$ cat src/design/locd_pkg.sv
// ----------------------------------------------------------------------------
// locd_pkg
// Shared types and constants of the lock order cycle detector.
// ----------------------------------------------------------------------------
package locd_pkg;

  localparam int LOCK_ID_BITS      = 6;
  localparam int NODE_COUNT        = 1 << LOCK_ID_BITS;
  localparam int EDGE_DEPTH_DEF    = 64;
  localparam int FINDING_DEPTH_DEF = 32;
  localparam int SEQ_BITS          = 32;

  localparam logic [1:0] STATUS_DUPLICATE = 2'd0;
  localparam logic [1:0] STATUS_STORED    = 2'd1;
  localparam logic [1:0] STATUS_DROPPED   = 2'd2;

  localparam logic KIND_CYCLE    = 1'b0;
  localparam logic KIND_CAPACITY = 1'b1;

  typedef struct packed {
    logic [LOCK_ID_BITS-1:0] from_lock;
    logic [LOCK_ID_BITS-1:0] to_lock;
    logic [SEQ_BITS-1:0]     event_sequence;
  } locd_in_t;

  typedef struct packed {
    logic [1:0] edge_status;
    logic       cycle_found;
    logic       cycle_finding_new;
    logic       capacity_finding_new;
    logic       findings_overflow;
    logic [6:0] edges_stored;
    logic [5:0] findings_stored;
  } locd_out_t;

endpackage

$ cat src/design/lock_order_cycle_detector_core.sv
// ----------------------------------------------------------------------------
// Each transaction scans the edge table for a duplicate and, if there is none,
// walks it in reachability passes (up to one pass per node) and may scan the
// findings table. Throughput: one transaction at a time; all scans share one
// compare unit and one read port per table.
// Reset (rst_n low, synchronous) empties both tables and clears the control.
// ----------------------------------------------------------------------------
// lock_order_cycle_detector_core
// Takes lock order edges, keeps a table of distinct edges, walks the graph to
// detect lock order cycles and records cycle and capacity findings.
// ----------------------------------------------------------------------------
module lock_order_cycle_detector_core
  import locd_pkg::*;
#(
  parameter int EDGE_DEPTH    = EDGE_DEPTH_DEF,
  parameter int FINDING_DEPTH = FINDING_DEPTH_DEF
) (
  input  logic      clk,
  input  logic      rst_n,
  input  logic      in_valid,
  output logic      in_stall,
  input  locd_in_t  in_data,
  output logic      out_valid,
  input  logic      out_stall,
  output locd_out_t out_data
);

  localparam int EIDX_W = $clog2(EDGE_DEPTH);
  localparam int ECNT_W = $clog2(EDGE_DEPTH + 1);
  localparam int FIDX_W = (FINDING_DEPTH > 1) ? $clog2(FINDING_DEPTH) : 1;
  localparam int FCNT_W = $clog2(FINDING_DEPTH + 1);

  // Sequencer states.
  localparam logic [3:0] ST_IDLE    = 4'd0;
  localparam logic [3:0] ST_DUP_RD  = 4'd1;
  localparam logic [3:0] ST_DUP_CMP = 4'd2;
  localparam logic [3:0] ST_WLK_RD  = 4'd3;
  localparam logic [3:0] ST_WLK_CMP = 4'd4;
  localparam logic [3:0] ST_FND_RD  = 4'd5;
  localparam logic [3:0] ST_FND_CMP = 4'd6;
  localparam logic [3:0] ST_WR_CYC  = 4'd7;
  localparam logic [3:0] ST_WR_CAP  = 4'd8;
  localparam logic [3:0] ST_FINISH  = 4'd9;
  localparam logic [3:0] ST_OUT     = 4'd10;

  // Edge table and findings table. They are never cleared: only entries
  // below the matching count are ever read.
  logic [LOCK_ID_BITS-1:0] e_src_mem [EDGE_DEPTH];
  logic [LOCK_ID_BITS-1:0] e_dst_mem [EDGE_DEPTH];
  logic [SEQ_BITS-1:0]     e_seq_mem [EDGE_DEPTH];
  logic                    f_kind_mem [FINDING_DEPTH];
  logic [LOCK_ID_BITS-1:0] f_first_mem [FINDING_DEPTH];
  logic [LOCK_ID_BITS-1:0] f_second_mem [FINDING_DEPTH];
  logic [SEQ_BITS-1:0]     f_seq_mem [FINDING_DEPTH];

  logic [LOCK_ID_BITS-1:0] e_src_rd_r, e_dst_rd_r;
  logic                    f_kind_rd_r;
  logic [LOCK_ID_BITS-1:0] f_first_rd_r, f_second_rd_r;

  logic [3:0]              state_r;
  locd_in_t                item_r;
  logic [EIDX_W-1:0]       eidx_r;
  logic [FIDX_W-1:0]       fidx_r;
  logic [ECNT_W-1:0]       ecnt_r;
  logic [FCNT_W-1:0]       fcnt_r;
  logic [NODE_COUNT-1:0]   reached_r;
  logic                    changed_r;
  logic                    hit_r;
  logic                    cyc_dup_r, cap_dup_r;
  logic                    cyc_new_r, cap_new_r, ovf_r;
  locd_out_t               out_data_r;
  logic                    out_valid_r;

  logic                    e_we, f_we;
  logic [LOCK_ID_BITS-1:0] f_first_wd, f_second_wd;
  logic                    f_kind_wd;
  logic [FIDX_W-1:0]       f_waddr;
  logic                    edge_last, find_last;
  logic                    table_full;

  assign edge_last  = (ECNT_W'(eidx_r) + ECNT_W'(1)) == ecnt_r;
  assign find_last  = (FCNT_W'(fidx_r) + FCNT_W'(1)) == fcnt_r;
  assign table_full = ecnt_r >= ECNT_W'(EDGE_DEPTH);

  // Table reads: the sequencer holds the address for the read cycle, the
  // data is registered and compared in the next cycle.
  always_ff @(posedge clk) begin
    e_src_rd_r    <= e_src_mem[eidx_r];
    e_dst_rd_r    <= e_dst_mem[eidx_r];
    f_kind_rd_r   <= f_kind_mem[fidx_r];
    f_first_rd_r  <= f_first_mem[fidx_r];
    f_second_rd_r <= f_second_mem[fidx_r];
  end

  assign e_we        = (state_r == ST_FINISH) && !table_full;
  assign f_kind_wd   = (state_r == ST_WR_CAP) ? KIND_CAPACITY : KIND_CYCLE;
  assign f_first_wd  = item_r.from_lock;
  assign f_second_wd = item_r.to_lock;
  assign f_waddr     = fcnt_r[FIDX_W-1:0];
  assign f_we = ((state_r == ST_WR_CYC && hit_r && !cyc_dup_r) ||
                 (state_r == ST_WR_CAP && table_full && !cap_dup_r)) &&
                (fcnt_r < FCNT_W'(FINDING_DEPTH));

  always_ff @(posedge clk) begin
    if (e_we) begin
      e_src_mem[ecnt_r[EIDX_W-1:0]] <= item_r.from_lock;
      e_dst_mem[ecnt_r[EIDX_W-1:0]] <= item_r.to_lock;
      e_seq_mem[ecnt_r[EIDX_W-1:0]] <= item_r.event_sequence;
    end
    if (f_we) begin
      f_kind_mem[f_waddr]   <= f_kind_wd;
      f_first_mem[f_waddr]  <= f_first_wd;
      f_second_mem[f_waddr] <= f_second_wd;
      f_seq_mem[f_waddr]    <= item_r.event_sequence;
    end
  end

  // Main sequencer. The walk keeps a set of reached lock ids, starting at
  // to_lock, and sweeps the edge table until a sweep adds nothing or
  // from_lock turns up in the set.
  always_ff @(posedge clk) begin
    if (!rst_n) begin
      state_r     <= ST_IDLE;
      ecnt_r      <= '0;
      fcnt_r      <= '0;
      out_valid_r <= 1'b0;
      eidx_r      <= '0;
      fidx_r      <= '0;
    end else begin
      case (state_r)
        ST_IDLE: begin
          if (in_valid) begin
            item_r    <= in_data;
            eidx_r    <= '0;
            fidx_r    <= '0;
            cyc_dup_r <= 1'b0;
            cap_dup_r <= 1'b0;
            cyc_new_r <= 1'b0;
            cap_new_r <= 1'b0;
            ovf_r     <= 1'b0;
            // An empty table only leaves the self edge case to decide.
            hit_r     <= (ecnt_r == '0) && (in_data.from_lock == in_data.to_lock);
            state_r   <= (ecnt_r == '0) ? ST_FND_RD : ST_DUP_RD;
          end
        end
        ST_DUP_RD: state_r <= ST_DUP_CMP;
        ST_DUP_CMP: begin
          if (e_src_rd_r == item_r.from_lock && e_dst_rd_r == item_r.to_lock) begin
            out_data_r.edge_status          <= STATUS_DUPLICATE;
            out_data_r.cycle_found          <= 1'b0;
            out_data_r.cycle_finding_new    <= 1'b0;
            out_data_r.capacity_finding_new <= 1'b0;
            out_data_r.findings_overflow    <= 1'b0;
            out_data_r.edges_stored         <= 7'(ecnt_r);
            out_data_r.findings_stored      <= 6'(fcnt_r);
            out_valid_r                     <= 1'b1;
            state_r                         <= ST_OUT;
          end else if (edge_last) begin
            eidx_r    <= '0;
            changed_r <= 1'b0;
            reached_r <= NODE_COUNT'(1) << item_r.to_lock;
            if (item_r.from_lock == item_r.to_lock) begin
              hit_r   <= 1'b1;
              state_r <= ST_FND_RD;
            end else begin
              state_r <= ST_WLK_RD;
            end
          end else begin
            eidx_r  <= eidx_r + EIDX_W'(1);
            state_r <= ST_DUP_RD;
          end
        end
        ST_WLK_RD: state_r <= ST_WLK_CMP;
        ST_WLK_CMP: begin
          if (reached_r[e_src_rd_r] && !reached_r[e_dst_rd_r] &&
              e_dst_rd_r == item_r.from_lock) begin
            hit_r   <= 1'b1;
            state_r <= ST_FND_RD;
          end else begin
            if (reached_r[e_src_rd_r] && !reached_r[e_dst_rd_r]) begin
              reached_r[e_dst_rd_r] <= 1'b1;
            end
            if (edge_last) begin
              eidx_r <= '0;
              if (changed_r || (reached_r[e_src_rd_r] && !reached_r[e_dst_rd_r])) begin
                changed_r <= 1'b0;
                state_r   <= ST_WLK_RD;
              end else begin
                state_r <= ST_FND_RD;
              end
            end else begin
              if (reached_r[e_src_rd_r] && !reached_r[e_dst_rd_r]) begin
                changed_r <= 1'b1;
              end
              eidx_r  <= eidx_r + EIDX_W'(1);
              state_r <= ST_WLK_RD;
            end
          end
        end
        ST_FND_RD: begin
          // Skip the findings scan when there is nothing to record or
          // nothing stored yet.
          if (fcnt_r == '0 || !(hit_r || table_full)) begin
            state_r <= ST_WR_CYC;
          end else begin
            state_r <= ST_FND_CMP;
          end
        end
        ST_FND_CMP: begin
          if (f_first_rd_r == item_r.from_lock && f_second_rd_r == item_r.to_lock) begin
            if (f_kind_rd_r == KIND_CYCLE) begin
              cyc_dup_r <= 1'b1;
            end else begin
              cap_dup_r <= 1'b1;
            end
          end
          if (find_last) begin
            state_r <= ST_WR_CYC;
          end else begin
            fidx_r  <= fidx_r + FIDX_W'(1);
            state_r <= ST_FND_RD;
          end
        end
        ST_WR_CYC: begin
          if (hit_r && !cyc_dup_r) begin
            if (f_we) begin
              fcnt_r    <= fcnt_r + FCNT_W'(1);
              cyc_new_r <= 1'b1;
            end else begin
              ovf_r <= 1'b1;
            end
          end
          state_r <= ST_WR_CAP;
        end
        ST_WR_CAP: begin
          if (table_full && !cap_dup_r) begin
            if (f_we) begin
              fcnt_r    <= fcnt_r + FCNT_W'(1);
              cap_new_r <= 1'b1;
            end else begin
              ovf_r <= 1'b1;
            end
          end
          state_r <= ST_FINISH;
        end
        ST_FINISH: begin
          out_data_r.edge_status          <= table_full ? STATUS_DROPPED : STATUS_STORED;
          out_data_r.cycle_found          <= hit_r;
          out_data_r.cycle_finding_new    <= cyc_new_r;
          out_data_r.capacity_finding_new <= cap_new_r;
          out_data_r.findings_overflow    <= ovf_r;
          out_data_r.edges_stored         <= table_full ? 7'(ecnt_r) :
                                             7'(ecnt_r + ECNT_W'(1));
          out_data_r.findings_stored      <= 6'(fcnt_r);
          if (!table_full) begin
            ecnt_r <= ecnt_r + ECNT_W'(1);
          end
          out_valid_r <= 1'b1;
          state_r     <= ST_OUT;
        end
        ST_OUT: begin
          if (!out_stall) begin
            out_valid_r <= 1'b0;
            state_r     <= ST_IDLE;
          end
        end
        default: state_r <= ST_IDLE;
      endcase
    end
  end

  assign in_stall  = state_r != ST_IDLE;
  assign out_valid = out_valid_r;
  assign out_data  = out_data_r;

  // The block never holds a result while it is open for a new transaction.
  a_out_blocks_in: assert property (@(posedge clk) disable iff (!rst_n)
    out_valid |-> in_stall) else $error("result pending while input open");

  // Table counts stay within their depths.
  a_edge_count: assert property (@(posedge clk) disable iff (!rst_n)
    ecnt_r <= ECNT_W'(EDGE_DEPTH)) else $error("edge count overflow");
  a_find_count: assert property (@(posedge clk) disable iff (!rst_n)
    fcnt_r <= FCNT_W'(FINDING_DEPTH)) else $error("finding count overflow");

  // Every accepted transaction leaves the idle state.
  a_accept_busy: assert property (@(posedge clk) disable iff (!rst_n)
    (in_valid && !in_stall) |=> in_stall) else $error("accept did not start work");

endmodule

$ cat config.mk
export PLATFORM = sky130hd
export DESIGN_NAME = lock_order_cycle_detector_core
export DESIGN_NICKNAME = d
export VERILOG_FILES = /design/src/design/locd_pkg.sv /design/src/design/lock_order_cycle_detector_core.sv
export SDC_FILE = /design/constraint.sdc
export NUM_CORES = 1
export LEC_CHECK = 0
export ABC_AREA = 0
export BUFFER_PORTS_ARGS = -buffer_cell sky130_fd_sc_hd__buf_2
export CORE_UTILIZATION = 35
export DETAILED_ROUTE_END_ITERATION = 10
export PLACE_DENSITY_LB_ADDON = 0.12
export SLEW_MARGIN = 20
export SYNTH_ARGS = -nofsm -noshare
export SYNTH_HDL_FRONTEND = slang
export SYNTH_SLANG_ARGS = --single-unit
$ cat constraint.sdc
create_clock -name clk -period 9.6 [get_ports clk]
set_input_delay 0.48 -clock clk [delete_from_list [all_inputs] [get_ports clk]]
set_output_delay 0.48 -clock clk [all_outputs]
set_load 0.1 [all_outputs]
# Yosys cells after proc, flatten, opt, wreduce, memory -nomap -nowiden
# Memory sizes are Yosys's and may differ from the RTL's. A register that Yosys moved wholly into a read port is not among the register bits.
# Cells that the tools add are included.
dict set report word_totals {
  ff_bits 131
  n_memories 5
  wordCells 206
  out_inout_bits 21
  ram_bits 1184
}
# name depth word_bits rd rd_clocked_by_memory_dff wr line
set memory_table {}
lappend memory_table {e_dst_mem 64 6 1 1 1 lock_order_cycle_detector_core.sv:49} ;# logic [LOCK_ID_BITS-1:0] e_dst_mem [EDGE_DEPTH];
lappend memory_table {e_src_mem 64 6 1 1 1 lock_order_cycle_detector_core.sv:48} ;# logic [LOCK_ID_BITS-1:0] e_src_mem [EDGE_DEPTH];
lappend memory_table {f_first_mem 32 6 1 1 1 lock_order_cycle_detector_core.sv:52} ;# logic [LOCK_ID_BITS-1:0] f_first_mem [FINDING_DEPTH];
lappend memory_table {f_second_mem 32 6 1 1 1 lock_order_cycle_detector_core.sv:53} ;# logic [LOCK_ID_BITS-1:0] f_second_mem [FINDING_DEPTH];
lappend memory_table {f_kind_mem 32 1 1 1 1 lock_order_cycle_detector_core.sv:51} ;# logic f_kind_mem [FINDING_DEPTH];
dict set report classes {
  n_reduce_logical 51
  shift 1
  muxes 76
  n_eq_ne 38
  n_addsub 6
  order_cmp 5
  n_bitwise 1
}
# op count
set ops {}
lappend ops {{64-bit 2-to-1 mux} 4}
lappend ops {{64-bit one-hot mux with 2 select lines} 1}
lappend ops {{64-bit OR} 1}
lappend ops {{1-bit by 6-bit << shifter with 64-bit output, first input constant} 1}
lappend ops {{6-bit equality test} 8}
lappend ops {{4-bit one-hot mux with 11 select lines} 1}
lappend ops {{6-bit 2-to-1 mux} 7}
lappend ops {{19-bit one-hot mux with 2 select lines} 1}
lappend ops {{1-bit 2-to-1 mux} 33}
lappend ops {{2-bit != test, second input constant} 15}
lappend ops {{5-bit AND reduction} 5}
lappend ops {{4-bit 2-to-1 mux} 6}
lappend ops {{19-bit 2-to-1 mux} 1}
lappend ops {{6-bit one-hot mux with 3 select lines} 1}
lappend ops {{4-bit by 3-bit equality test with 1-bit output, second input constant} 4}
lappend ops {{3-bit AND reduction} 5}
lappend ops {{1-bit logical AND} 14}
lappend ops {{6-bit by 7-bit less-than comparator with 1-bit output, second input constant} 2}
lappend ops {{7-bit AND reduction} 2}
lappend ops {{6-bit by 1-bit adder with 6-bit output, second input constant} 2}
lappend ops {{1-bit binary-select mux with 6-bit select} 2}
lappend ops {{4-bit equality test, second input constant} 3}
lappend ops {{6-bit one-hot mux with 2 select lines} 1}
lappend ops {{2-bit nonzero test} 6}
lappend ops {{30 further kinds} 52}

# Longest topological paths before layout
# Gate-level depths: netlist (run 1).
dict set report depth {
  ltp_word 9
  depth_mapped 11
  depth_no_buf 9
}

# Worst setup path before layout (run 1)
# No wires, ideal clock.
dict set report synth_path {
  kind {register -> register}
  startpoint {register item_r (netlist bit f_second_wd[2])}
  endpoint {register reached_r[0], enable pin}
  synth_period_minus_slack_ns 6.145
  stages_incl_launch_ff 9
  arrival_ns 5.638
  path_slack_ns 3.455
  path_cell_list {edfxtp_1 -> clkbuf_1 -> xor2_1 -> nor4_1 -> nand3_1 -> nand2_1 -> o21ai_0 -> nand2_1 -> a21oi_1}
}
dict set report synth_between {
  elab_chain_len 4
}
# item line
set synth_rtl {}
lappend synth_rtl {{start: declaration} lock_order_cycle_detector_core.sv:61} ;# locd_in_t item_r;
lappend synth_rtl {{start signal: assignment} lock_order_cycle_detector_core.sv:133} ;# item_r <= in_data;
lappend synth_rtl {{6-bit equality test} lock_order_cycle_detector_core.sv:148} ;# if (e_src_rd_r == item_r.from_lock && e_dst_rd_r == item_r.to_lock) begin
lappend synth_rtl {{1-bit logical AND} lock_order_cycle_detector_core.sv:148}
lappend synth_rtl {{2-bit != test (no source line)} n/a}
lappend synth_rtl {{6-bit AND reduction (no source line)} n/a}
lappend synth_rtl {{end signal: assignment} lock_order_cycle_detector_core.sv:161} ;# reached_r <= NODE_COUNT'(1) << item_r.to_lock;
lappend synth_rtl {{end: declaration} lock_order_cycle_detector_core.sv:66} ;# logic [NODE_COUNT-1:0] reached_r;
# Every way passes these cells.
# A chain may end at the register's enable or synchronous reset.

==> reports/qor.yml, run 1 <==
status:
  status: "finished clean"
setup_path:
  cp_top_family: "multiplexers"
  slowest_delay_ns: 0.75
  crit_chain: "buf_4 > buf_4 > mux4_2 > mux4_2 > mux4_2"
  cp.arrival_ns: 4.80
  critPathKind: "reg2reg"
  slowest_stage: "buf_4"
  critPathCaptureType: "flop"
  critPathMostFrequentCell: "mux4_2"
  worst_ep_required_time_ns: 10.22
  crit_fanout: 40
  critical_path_buf_inv_count: 2
  critPathLaunchType: "flop"
yosys:
  synth_compound_area_share_pct: 2.53
  synthXorXnorAreaFrac_pct: 1.08
  synthFlopType: "edfxtp_1"
  synth_edf_count: 1286
  yosys-top-cells-count: "1286 x edfxtp_1, 396 x mux4_2, 132 x nor2_1, 99 x clkbuf_1, 79 x a21oi_1"
  synth.area.mux_share_pct: 17.7
  synth-simple-area-share_pct: 3.15
  ys_async_sr_fraction_pct: 0
  synth_nets: 2636
  synth_top_family_by_area: "multiplexers"
  yosysWarnings: 0
  synth.largest_area_cell: "edfxtp_1"
  synthCells: 2580
  seq_area_frac_synth_pct: 73.9
  synth_area_leaders: "edfxtp_1 72%, mux4_2 17%, dfxtp_1 2.0%"
  synthAdderAreaFrac_pct: 0.186
  ys_seq_elements: 1340
  synth_top_area_share_pct: 71.8
  avgSynthCellArea_um2: 20.8
  syn_area_mm2: 0.0537
  ys_types: 75
  yosysMostFrequentCell: "edfxtp_1"
clock_network:
  cts_resized: 0
  path_clk_slew_ns: 0.06
  clock-sinks: 1340
  cts_max_level: 4
  cts_root_buffer: "clkbuf_16"
  cts_tree: "done"
  worstSkewPairLatency_ns: 0.77
  cts_buffers: 148
  cts.path.max_buffers: 3
global_route:
  antenna_found_initial: 13
  grt_pass1_vias: 27400
  use_met2_pct: 28.2
  grt_pass1_wl_um: 199000
  track_usage_pct: 17.8
  busiest_layer: "met2"
  met1_usage_pct: 25.3
  grt_max_degree: 139
  globalRouteMet3Util_pct: 3.23
  grt_overflow: 0
place:
  port_buffers: 36
  gp_congestion: 0.798
  post-dp-hpwl_um: 81600
power_and_ir_drop:
  power_density_mw_per_mm2: 228
  internal_power_mw: 10.5
  power_frac_clock_pct: 38.8
  p_leak_nw: 18.5
  p_comb_share_pct: 13.2
  vdd_drop_max_v: 0.000153
  p_seq_share_pct: 48.1
  swShare_pct: 24.9
  switching_power_mw: 3.50
timing:
  fmax_mhz: 239
  tightestPinTransition_ns: 1.10
  drv_slew: 0
  slew-limit-headroom_pct: 26.6
  worst_clock_skew_ns: 0.0321
  min_period_over_period_pct: 43.6
  rsz0062_at_grt: "no"
  fin_tns_setup_ns: 0
  period_needed_ns: 4.18
  hold_viol: 0
  finalSetupViolCount: 0
finish:
  area_delta_synth_final_pct: 14.5
  final_util_pct: 40.4
  fillers: 13400
  finalNetCount: 2797
  drive_gt1_share_pct: 28.8
detailed_routing:
  drt_iter0_drc: 2548
  routed_via_density: 5.38
  routed_wl_um: 138000
  dr.pass1.iters: 5
  vias: 26300
  avgRoutedWirePerCell_um: 28.3
  ant_nets: 0
  drcViolationCount: 0
floorplanning:
  rows: 143
  fp.dieH_um: 394
  core_area_mm2: 0.152
  die_w_um: 394
  ios: 69
  fp.dieArea_mm2: 0.155
  start_util_pct: 35.3
flow_run:
  maxCapViolCount: 0
hold_path:
  hp-class: "in2reg"
-- cells by family (layout without fill, tap and decap cells) --
kind of cell	count (synthesis)	in the layout
muxes	434	434
and+or+nand+nor	338	338
DFF	1340	1340
other	0	2
xor gates and xnor gates	65	65
buffers and inverters	176	450
adders and majority gates	8	8
AOI/OAI and AO/OA	219	219
-- layer usage --
metal | share of wire [%] | vias up
li1 | - | 11100
met1 | 44 | 14100
met2 | 48 | 817
met3 | 5.5 | 211
met4 | 2.4 | 4
met5 | 0.015 | -
-- worst reg2reg max path: stages, from the launching register on --
cell and delay, ns:
dfxtp_4 0.73, buf_4 0.74, buf_4 0.85, mux4_2 0.65
mux4_2 0.58, mux4_2 0.50
-- layout make-up --
| class | instances | area, µm² | share of cell area [%] |
|---|---|---|---|
| diodes | 2 | 5.00 | 0.00813 |
| clock buffers | 201 | 4070 | 6.61 |
| clock inverters | 62 | 541 | 0.878 |
| inverters | 17 | 63.8 | 0.104 |
| multi-input cells | 1064 | 13400 | 21.7 |
| flip-flops and latches | 1340 | 39700 | 64.5 |
| well taps | 2030 | 2540 | 4.13 |
| repair buffers | 170 | 1250 | 2.03 |
-- registers in the layout (all words and copies together) (netlist names), 4 cells and up --
register and count:
eidx_r 6, e_dst_mem 384, ecnt_r 7, f_second_wd 6, fidx_r 5, e_dst_rd_r 6
reached_r 64, e_src_mem 384, f_first_wd 6, e_src_rd_r 6, fcnt_r 6, f_first_mem 192
f_second_rd_r 6, state_r 4, f_first_rd_r 6, out_data 19, f_kind_mem 32, f_second_mem 192
-- power by group through the flow --
stage	combinational [mW]	clock, mW	sequential (mW)
global placement	1.84	0	6.86
floorplan	1.27	0	6.86
detailed placement	1.87	0	6.86
CTS	1.88	5.57	6.74
finish	1.85	5.43	6.74
global route	1.99	5.78	6.75
-- per-stage QoR --
step / total power [mW] / hold slack [ns] / instances / worst slack (ns) / cell area (µm²)
2_1_floorplan: 8.13 / 0.449 / 2580 / 3.45 / 53700
3_3_place_gp: 8.69 / 0.573 / 4609 / 5.26 / 56700
3_5_place_dp: 8.73 / 0.574 / 4609 / 5.26 / 56800
4_1_cts: 14.2 / 0.0469 / 4884 / 5.22 / 61500
5_1_grt: 14.5 / 0.137 / 4884 / 5.07 / 61500
6_report: 14.0 / 0.123 / 4886 / 5.42 / 61600
-- cells in the final DEF, fill, tap and decap left out, types with 27 or more instances in the layout --
master        n
edfxtp_1   1286
mux4_2      396
clkbuf_16   155
buf_4       118
nor2_1      109
a21oi_1      78
o22ai_1      64
nand2_1      58
dfxtp_1      46
clkbuf_1     44
xor2_1       37
buf_2        36
nand3_1      29
xnor2_1      27
-- path summary, 6_finish.rpt --
check / cells past startpoint / startpoint / end / slack, ns
max: 5 / eidx_r[0] / e_dst_rd_r[3] / 5.42
min: 3 / in_valid / state_r[2] / 0.12
max reg2reg: 5 / eidx_r[0] / e_dst_rd_r[3] / 5.42
min reg2reg: 1 / f_kind_rd_r / cyc_dup_r / 0.58
-- what timing repair did --
item,CTS,global route
hold buffers,12,0
endpoints found under the hold margin,12,0
setup buffers,0,0
(Power assumes the default switching activity.)
==> run 2: changes to the inputs <==
==> constraint.sdc (replaced) <==
create_clock -name clk -period 3.5 [get_ports clk]
set_input_delay 0.175 -clock clk [delete_from_list [all_inputs] [get_ports clk]]
set_output_delay 0.175 -clock clk [all_outputs]
set_load 0.1 [all_outputs]
==> run 2 against run 1 <==
Design area up 1.3%; sequential cell count is the same; clock power rose to 2.8 times the previous value; clock skew grew 0.012 ns; register-to-register slack worse by 5.2 ns; combinational power grew to 2.9 times the previous value; power grew to 2.8 times the previous value; wire length decreased by 0.29%; fmax up 28%; die area is the same; first-iteration DRC count down 4.0%; largest power group unchanged.
==> reports/qor.yml, run 2 (synthesized netlist as in run 1, its figures left out) <==
timing:
  rsz0062_at_grt: "no"
  fin_tns_setup_ns: 0
  drv_slew: 0
  period_needed_ns: 3.26
  tightestPinTransition_ns: 1.10
  worst_clock_skew_ns: 0.0440
  hold_viol: 0
  fmax_mhz: 307
  min_period_over_period_pct: 93.2
  finalSetupViolCount: 0
  whs_ns: 0.198
  slew-limit-headroom_pct: 26.5
setup_path:
  critPathCaptureType: "flop"
  slowest_stage: "nor3b_2"
  critical_path_buf_inv_count: 2
  cp.arrival_ns: 3.69
  cp_top_family: "simple AND/OR/NAND/NOR gates"
  r2r_end: "reached_r[60]"
  reg2reg_from: "e_dst_rd_r[0]"
  critPathLaunchType: "flop"
  crit_fanout: 36
  r2r_slack_ns: 0.24
  worst_ep_required_time_ns: 3.93
  reg2reg_depth: 8
  critPathKind: "reg2reg"
  slowest_delay_ns: 0.79
  crit_chain: "buf_4 > nor3b_2 > a222oi_1 > o32a_2 > nand4_4 > nand2_1 > a21oi_4 > buf_12"
place:
  dpl-instance-area_mm2: 0.0574
  gp_congestion: 0.810
  post-dp-hpwl_um: 83700
  port_buffers: 36
finish:
  area_delta_synth_final_pct: 16.0
  final_util_pct: 40.9
  layout_common_cells: "1286 x edfxtp_1, 396 x mux4_2, 168 x buf_4, 149 x clkbuf_16, 131 x nor2_1"
  multi_input_area_mm2: 0.0133
  finalNetCount: 2867
  final_cell_area_mm2: 0.0623
  fillers: 13300
  seqCellArea_mm2: 0.0397
  layout_commonest_cell: "edfxtp_1"
  drive_gt1_share_pct: 30.0
clock_network:
  worstSkewPairLatency_ns: 0.79
  clock-sinks: 1340
  cts_tree: "done"
  cts_max_level: 4
  cts_root_buffer: "clkbuf_16"
  cts.path.max_buffers: 3
  cts_buffers: 147
  path_clk_slew_ns: 0.06
global_route:
  busiest_layer: "met2"
  use_met2_pct: 28.5
  grt_max_degree: 98
  grt_pass1_vias: 27700
  antenna_found_initial: 6
  globalRouteMet3Util_pct: 3.20
  grt_overflow: 0
  met1_usage_pct: 25.4
  track_usage_pct: 17.9
  grt_pass1_wl_um: 201000
floorplanning:
  die_w_um: 394
  fp.dieArea_mm2: 0.155
  rows: 143
  ios: 69
  start_util_pct: 35.3
  core_area_mm2: 0.152
  fp.dieH_um: 394
detailed_routing:
  drt_iter0_drc: 2446
  routed_wl_um: 138000
  avgRoutedWirePerCell_um: 27.8
  dr.pass1.iters: 7
  routed_via_density: 5.36
  drcViolationCount: 0
  ant_nets: 0
  vias: 26600
hold_path:
  whs_path_depth: 2
  holdPathEnd: "f_first_wd[5]"
  hp-class: "in2reg"
  hold_path_startpoint: "in_data[43]"
status:
  status: "finished clean"
power_and_ir_drop:
  p_leak_nw: 19.0
  vdd_drop_max_v: 0.000532
  power_density_mw_per_mm2: 620
flow_run:
  maxCapViolCount: 0
==> run 2: changes by cell type in the layout (fill, tap and decap cells not counted), moves of 6 or more <==
cell       change
buf_12        +17
buf_4         +50
clkbuf_1      -19
clkbuf_16      -6
clkinv_2      +11
nor2_1        +22
nor2_2        -18
==> run 2: report_power, final <==
group / leakage [nW] / internal (mW) / switching [mW] / total (mW)
clock network: 2.28 / 8.55 / 6.42 / 15.0
registers: 12.0 / 18.1 / 0.258 / 18.4
logic: 4.71 / 2.24 / 3.06 / 5.31
==> run 2: what timing repair did <==
| action | CTS | global route |
|---|---|---|
| hold buffers | 16 | 0 |
| hold endpoints to repair | 34 | 0 |
| gates resized for setup | 0 | 0 |
| buffers inserted | 0 | 0 |
==> run 2: how the worst max path moves through the flow <==
stage                        start             to  slack, ns  cells past startpoint
finish               e_dst_rd_r[0]  reached_r[60]       0.24                      8
global route         e_dst_rd_r[0]  reached_r[14]       0.11                      9
CTS                  e_dst_rd_r[0]  reached_r[57]       0.25                      9
detailed placement   e_dst_rd_r[0]   reached_r[9]       0.27                      9
global placement     e_src_rd_r[0]  reached_r[13]       0.29                      9
floorplan           f_second_wd[0]   reached_r[0]      -0.50                      8
==> run 2: metrics by stage <==
stage | power, mW | instances | setup WS (ns)
after floorplan | 22.3 | 2580 | -0.495
after global placement | 24.0 | 4674 | 0.290
after detailed placement | 24.1 | 4674 | 0.265
after CTS | 39.1 | 4953 | 0.248
after global routing | 40.1 | 4955 | 0.107
final | 38.7 | 4959 | 0.239
==> run 2: layout make-up <==
class	count	area share, %
clock buffer	175	6.15
timing repair buffer	241	3.27
inverter	17	0.102
multi-input combinational	1064	21.3
antenna	4	0.0161
clock inverter	88	1.35
sequential	1340	63.7
tap	2030	4.07
==> run 2: worst register-to-register path, delay by kind of cell, from the launching register on <==
| family | cells | cell delay, ns |
|---|---|---|
| buffers and inverters | 2 | 0.54 |
| AND/OR/NAND/NOR | 3 | 1.14 |
| flip-flops | 1 | 0.44 |
| AO/OA/AOI/OAI | 3 | 0.79 |
==> run 2: routing by layer <==
metal  up-vias  share of wire, %
li1      11300                 -
met1     14400                45
met2       748                48
met3       171               5.1
met4         2               2.0
met5         -            0.0094
